--- config.mk ---
export PLATFORM = sky130hd
export DESIGN_NAME = fxalu_front
export DESIGN_NICKNAME = d
export VERILOG_FILES = /design/src/rtl/fxalu_pkg.sv /design/src/rtl/fxalu_front.sv
export SDC_FILE = /design/constraint.sdc
export NUM_CORES = 1
export LEC_CHECK = 0
export BUFFER_PORTS_ARGS = -buffer_cell sky130_fd_sc_hd__buf_4
export CORE_UTILIZATION = 52
export CTS_CLUSTER_DIAMETER = 120
export CTS_CLUSTER_SIZE = 25
export DETAILED_ROUTE_END_ITERATION = 16
export GPL_ROUTABILITY_DRIVEN = 0
export PLACE_DENSITY_LB_ADDON = 0.05
export SKIP_CTS_REPAIR_TIMING = 1
export SLEW_MARGIN = 20
export SYNTH_ARGS = -nofsm -noshare
export SYNTH_HDL_FRONTEND = slang
export SYNTH_SLANG_ARGS = --single-unit
--- constraint.sdc ---
create_clock -name clock -period 2.6 [get_ports clock]
set_clock_uncertainty 0.1 [all_clocks]
set_input_delay 0.26 -clock clock [delete_from_list [all_inputs] [get_ports clock]]
set_output_delay 0.26 -clock clock [all_outputs]
set_load 0.01 [all_outputs]
--- src/rtl/fxalu_pkg.sv ---
`timescale 1ns / 1ps
// ----------------------------------------------------------------------------
// Q24.8 ALU package
// Shared types and constants for the fixed-point ALU.
// ----------------------------------------------------------------------------
package fxalu_pkg;
   localparam int FracBits = 8;
   localparam int DataW    = 32;
   localparam int QDepth   = 4;
   localparam int QPtrW    = $clog2(QDepth);

   typedef enum logic [3:0] {
      MODE_ADD      = 4'd0,
      MODE_SUB      = 4'd1,
      MODE_MUL      = 4'd2,
      MODE_DIV      = 4'd3,
      MODE_CMP      = 4'd4,
      MODE_MIN      = 4'd5,
      MODE_MAX      = 4'd6,
      MODE_INC      = 4'd7,
      MODE_DEC      = 4'd8,
      MODE_FROM_INT = 4'd9,
      MODE_TO_INT   = 4'd10
   } mode_type;

   // Classified item handed from the front part to the back part.
   typedef struct packed {
      logic [3:0]              mode;
      logic signed [DataW-1:0] a;
      logic signed [DataW-1:0] b;
      logic                    gt;
      logic                    lt;
      logic                    eq;
      logic                    b_zero;
   } op_type;

   typedef struct packed {
      logic signed [DataW-1:0] value;
      logic                    gt;
      logic                    lt;
      logic                    eq;
      logic                    dz;
      logic                    sat;
   } res_type;
endpackage

--- src/rtl/fxalu_front.sv ---
`timescale 1ns / 1ps
// ----------------------------------------------------------------------------
// Q24.8 ALU front end
// Accept items, compute compare flags, push into the op queue.
// ----------------------------------------------------------------------------
module fxalu_front (
   input  logic                              clock,
   input  logic                              reset,
   input  logic                              in_valid,
   output logic                              in_ready,
   input  logic [3:0]                        in_mode,
   input  logic signed [fxalu_pkg::DataW-1:0] in_a,
   input  logic signed [fxalu_pkg::DataW-1:0] in_b,
   output logic                              q_valid,
   input  logic                              q_ready,
   output fxalu_pkg::op_type                 q_op
);
   import fxalu_pkg::*;

   op_type                mem [QDepth];
   logic [QPtrW-1:0]      wr_ptr_ff, rd_ptr_ff;
   logic [QPtrW:0]        cnt_ff, cnt_in;
   op_type                op_w;
   logic                  push_w, pop_w;

   always_comb begin
      op_w.mode   = in_mode;
      op_w.a      = in_a;
      op_w.b      = in_b;
      op_w.gt     = in_a > in_b;
      op_w.lt     = in_a < in_b;
      op_w.eq     = in_a == in_b;
      op_w.b_zero = in_b == '0;
   end

   assign in_ready = cnt_ff != (QPtrW+1)'(QDepth);
   assign push_w   = in_valid && in_ready;
   assign q_valid  = cnt_ff != '0;
   assign pop_w    = q_valid && q_ready;
   assign q_op     = mem[rd_ptr_ff];
   assign cnt_in   = cnt_ff + (QPtrW+1)'(push_w) - (QPtrW+1)'(pop_w);

   always_ff @(posedge clock) begin
      if (push_w) mem[wr_ptr_ff] <= op_w;
   end

   always_ff @(posedge clock) begin
      if (reset) begin
         wr_ptr_ff <= '0;
         rd_ptr_ff <= '0;
         cnt_ff    <= '0;
      end else begin
         if (push_w) wr_ptr_ff <= wr_ptr_ff + 1'b1;
         if (pop_w)  rd_ptr_ff <= rd_ptr_ff + 1'b1;
         cnt_ff <= cnt_in;
      end
   end

   a_no_overflow: assert property (@(posedge clock) disable iff (reset)
      cnt_ff <= (QPtrW+1)'(QDepth)) else $error("op queue overflow");
   a_cnt_track: assert property (@(posedge clock) disable iff (reset)
      push_w && !pop_w |=> cnt_ff == $past(cnt_ff) + 1'b1) else $error("count");
   a_empty_idle: assert property (@(posedge clock) disable iff (reset)
      cnt_ff == '0 |-> !pop_w) else $error("pop from empty queue");
endmodule

==> results.cfg, run 1 <==
[layout]
final_cell_area_sq_um = 14400
drive_gt1_frac = 0.339
design.final.nets = 897
diodes = 0
areaGrowthSynthToFinish_pct = 23.5

[clock_tree]
clk_latency_ns = 0.48
clockBufferDepth = 3
cts.sinks = 297
cts_buffers = 15
path_clk_slew_ns = 0.10
cts_tree = yes
htree_levels = 1
root_buffer = clkbuf_16

[routing]
drt_iter0_markers = 306
dr_total_vias = 6019
ant_nets = 0
first_pass_iters = 4
wl_per_cell_um = 22.6
via_per_inst = 5.65
drt-total-wl_um = 24100
drc = 0

[synthesis]
syn_inst = 551
syn_nets = 662
synth.avg_cell_area_sq_um = 21.2
ys_types = 33
yosys.area.top_type = edfxtp_1
syn_area_sq_um = 11700
synth_top_area_frac = 0.741
ys_warn_count = 0
yosysSeqAreaShare = 0.757
synth_area_leaders = edfxtp_1 (74%), mux4_2 (14%), ha_1 (4.1%), dfxtp_1 (1.5%), inv_1 (1.3%)
async_flop_share = 0
synth_seq_cells = 297
synthTopCellsByCount = edfxtp_1 (288), mux4_2 (72), inv_1 (39)
synth-edff-count = 288
synth_flop_cell = edfxtp_1
yosysMostFrequentCell = edfxtp_1

[pwr]
peakVddDrop_uv = 729
p_leak_nw = 5.09
power.density_nw_per_um2 = 824

[place]
io_buffer_count = 145
place_hpwl_um = 14900
place_area_sq_um = 13300

[sta]
period_minus_slack_ns = 2.45
hold_viol = 0
max_freq_ghz = 0.409
final-setup-viol-count = 0
worst-slew-pin-transition_ns = 0.528
holdWs_ns = 0.0246
slew_viol_final = 0
slew-limit-headroom = 0.648
min_period_over_period = 0.940

[setup_path]
cp_slowest_cell = fa_1
crit_start = cnt_ff[2]
cp.arrival_ns = 2.76
path_buf_inv = 2
critPathTopFamily = adder cells
critPathRequiredTime_ns = 2.91
crit_fanout = 3
r2r-start = cnt_ff[2]
path_cells = or3_1 -> and2_1 -> ha_1 -> inv_1 -> ha_1 -> inv_1 -> fa_1 -> xor2_2 -> xnor2_1 -> nor2_1
worstSetupEndpointType = flop
critPathLaunchType = flop
slowest_delay_ns = 0.42
worstSetupPathType = reg -> reg
rrSetupSlack_ns = 0.15

[floorplanning]
core-area_sq_um = 21900
dieArea_sq_um = 23000
die_h_um = 152
rows = 54
die_w_um = 152
initial_core_util = 0.533
pin_count = 146

[grt]
antenna_found_initial = 0
grt-ovfl-total = 0
gr-usage-all-layers = 0.204
grt_pass1_wl_um = 36000
grt_pass1_vias = 6279
grt_max_degree = 73

[run]
drv_cap = 0

[worst_hold_path]
min_from = in_b[5]
hold_path.class = in -> reg

[outcome]
outcome = finished clean
-- flip-flops by register name, indices dropped and copies added, names as in the netlist, named ones only --
signal	cells
mem	288
cnt_ff	3
rd_ptr_ff	2
wr_ptr_ff	2
-- report_power, final --
group / internal (mW) / switching, mW / total, mW / leakage [nW]
clock: 1.04 / 1.35 / 2.39 / 0.189
sequential: 5.82 / 0.193 / 6.02 / 2.72
combinational: 1.85 / 1.62 / 3.47 / 2.18
-- path summary, 6_finish.rpt --
path,to,depth (start not counted)
worst max-delay path,cnt_ff[2],10
worst min-delay path,mem[1][9],2
worst max register to register,cnt_ff[2],10
worst min register to register,wr_ptr_ff[1],2
-- cell families (layout without fill, tap and decap cells) --
kind of cell               after synthesis  after routing  synth area share
AOI/OAI and AO/OA                       26             26            0.0135
DFF                                    297            297             0.757
adders and majority gates               39             39            0.0425
and+or+nand+nor                         56             56            0.0259
muxes                                   72             72             0.139
xor gates and xnor gates                 5              5           0.00375
buffers and inverters                   56            290            0.0188
-- metrics by stage --
step	worst slack, ns	total power, mW	util	TNS, ns	cells
6_report	0.155	11.9	0.658	0	1065
5_1_grt	-0.0115	12.4	0.658	-0.0115	1065
4_1_cts	0.0906	11.9	0.627	0	997
3_5_place_dp	-0.0126	9.57	0.609	-0.100	981
3_3_place_gp	0.0464	9.49	0.609	0	981
2_1_floorplan	0.265	7.95	-	0	551
-- layer usage --
layer  GRT usage  wire length (um)  vias up
li1            -                 -     2700
met1       0.275             10200     3146
met2       0.351             12300      149
met3      0.0382              1300       24
met4      0.0405               323        0
met5           0                 0        -
-- cell type report --
type	instances	area [sq um]
sequential	297	8840
tap	280	350
clock inverter	1	5.00
fill	1508	7480
multi-input combinational	198	2650
clock buffer	15	375
inverter	39	146
timing repair buffer	235	2050
-- cells in the final DEF, fill, tap and decap left out, types with 3 or more instances in the layout --
master and n:
a21o_1 4, a21oi_1 11, a221oi_1 3, and2_1 3, and3_4 4, buf_12 9
buf_4 158, clkbuf_16 15, dfxtp_1 6, dlygate4sd3_1 68, edfxtp_1 288, ha_1 38
inv_1 39, mux4_2 72, nand2_1 12, nand4_1 6, nor2_1 9, nor4_1 9
o21ai_0 5, xnor2_1 3
Note: power is estimated with default switching activity, not from simulation.
==> run 2, diff against run 1 <==
CORE_MARGIN = 2   (was unset)
==> run 2 against run 1 <==
Net effect:
- non-clock buffer count up 11
- via count hardly changed
- combinational power up 5%
- die area is 2.7% higher
- critical path type is now in -> reg
==> results.cfg, run 2 (synthesized netlist as in run 1, its figures left out) <==
[outcome]
outcome = finished clean

[pwr]
peakVddDrop_uv = 638
power.density_nw_per_um2 = 832
power_mw = 12.1
p_leak_nw = 5.15

[routing]
first_pass_iters = 4
wl_per_cell_um = 22.3
drc = 0
ant_nets = 0
via_per_inst = 5.57
drt_iter0_markers = 381
dr_total_vias = 6025
drt-total-wl_um = 24100

[setup_path]
crit-reg2reg-capture = cnt_ff[2]
rrSetupSlack_ns = 0.18
r2r-start = cnt_ff[2]
critPathRequiredTime_ns = 2.79
worstSetupPathType = in -> reg
r2r_cells = 10
cp.arrival_ns = 2.67
slowest_delay_ns = 0.55
setup.worst_path.end = mem[0][3]
crit_start = in_b[22]
critPathLaunchType = input port
crit_fanout = 6
path_cells = dlygate4sd3_1 -> buf_4 -> inv_1 -> ha_1 -> nand4_1 -> or4_1 -> a31oi_1 -> o21ai_0 -> a21oi_1
worstSetupEndpointType = flop
cp_slowest_cell = dlygate4sd3_1

[clock_tree]
path_clk_slew_ns = 0.10
cts.sinks = 297
cts_buffers = 15
root_buffer = clkbuf_16
cts_tree = yes
clk_latency_ns = 0.48
clockBufferDepth = 3
htree_levels = 1

[layout]
layout_commonest_cell = edfxtp_1
largest_reg_flops = 288
drive_gt1_frac = 0.343
multi_input_area_sq_um = 2640
nFillCells = 1473
regMostFlops = mem
regArea_sq_um = 8840
design.final.nets = 908
mostFrequentLayoutCells = edfxtp_1 (288), buf_4 (168), mux4_2 (72)
reg.largest.list = mem x288, cnt_ff x3
diodes = 0
areaGrowthSynthToFinish_pct = 24.3

[sta]
rsz0062_at_grt = false
slew-limit-headroom = 0.635
final-setup-viol-count = 0
setup_tns_ns = 0
max_freq_ghz = 0.402
slew_viol_final = 0
period_minus_slack_ns = 2.49
worst-slew-pin-transition_ns = 0.543
min_period_over_period = 0.957
hold_viol = 0

[floorplanning]
core-area_sq_um = 22000
die_w_um = 154
dieArea_sq_um = 23700
rows = 54
die_h_um = 154
pin_count = 146
initial_core_util = 0.531

[grt]
grt-ovfl-total = 0
antenna_found_initial = 0
grt_max_degree = 73
grt_pass1_vias = 6099
gr-usage-all-layers = 0.196
grt_pass1_wl_um = 35100

[place]
place_hpwl_um = 14800
io_buffer_count = 145

[worst_hold_path]
hold_path.class = in -> reg

[run]
drv_cap = 0
-- run 2: where the power goes --
part           switching [mW]  internal [mW]  total (mW)
registers               0.167           5.82        5.99
logic                    1.68           1.96        3.64
clock network            1.37           1.07        2.45
total                    3.22           8.85        12.1
-- run 2: through the flow --
step,instance area [sq um],hold slack [ns],cells,setup slack [ns],util
after floorplan,11700,0.259,551,0.265,-
after global routing,14500,0.133,1081,0.0189,0.661
after global placement,13300,0.359,981,0.00529,0.607
after CTS,13700,-0.150,1002,0.00845,0.625
final,14500,0.119,1081,0.112,0.661
after detailed placement,13300,0.365,981,-0.0523,0.607
-- run 2: metal layers --
layer	track usage	up-vias	part of all wire
met4	0.0343	0	0.013
met1	0.272	3128	0.44
li1	-	2728	-
met5	0	-	0
met2	0.331	152	0.50
met3	0.0386	17	0.049
-- run 2: area by class of cell --
type,instances,area share
Sequential cell,297,0.609
Multi-Input combinational cell,198,0.182
Timing Repair Buffer,246,0.147
Clock buffer,20,0.0272
Tap cell,280,0.0241
Inverter,39,0.0101
Clock inverter,1,0.000345
-- run 2: how the worst min path moves through the flow --
stage / startpoint / to / slack [ns] / cells past startpoint
detailed placement: in_b[5] / mem[0][9] / 0.37 / 1
CTS: in_b[5] / mem[0][9] / -0.15 / 1
global placement: in_mode[0] / mem[0][68] / 0.36 / 1
floorplan: in_b[6] / mem[0][10] / 0.26 / 0
finish: q_ready / rd_ptr_ff[0] / 0.12 / 4
global route: in_valid / wr_ptr_ff[1] / 0.13 / 4
-- run 2: worst max-delay path: cells and delay by family --
kind            cells  cell delay (ns)
buf+inv             3             0.74
simple gates        2             0.71
compound gates      3             0.64
fa+ha+maj           1             0.30
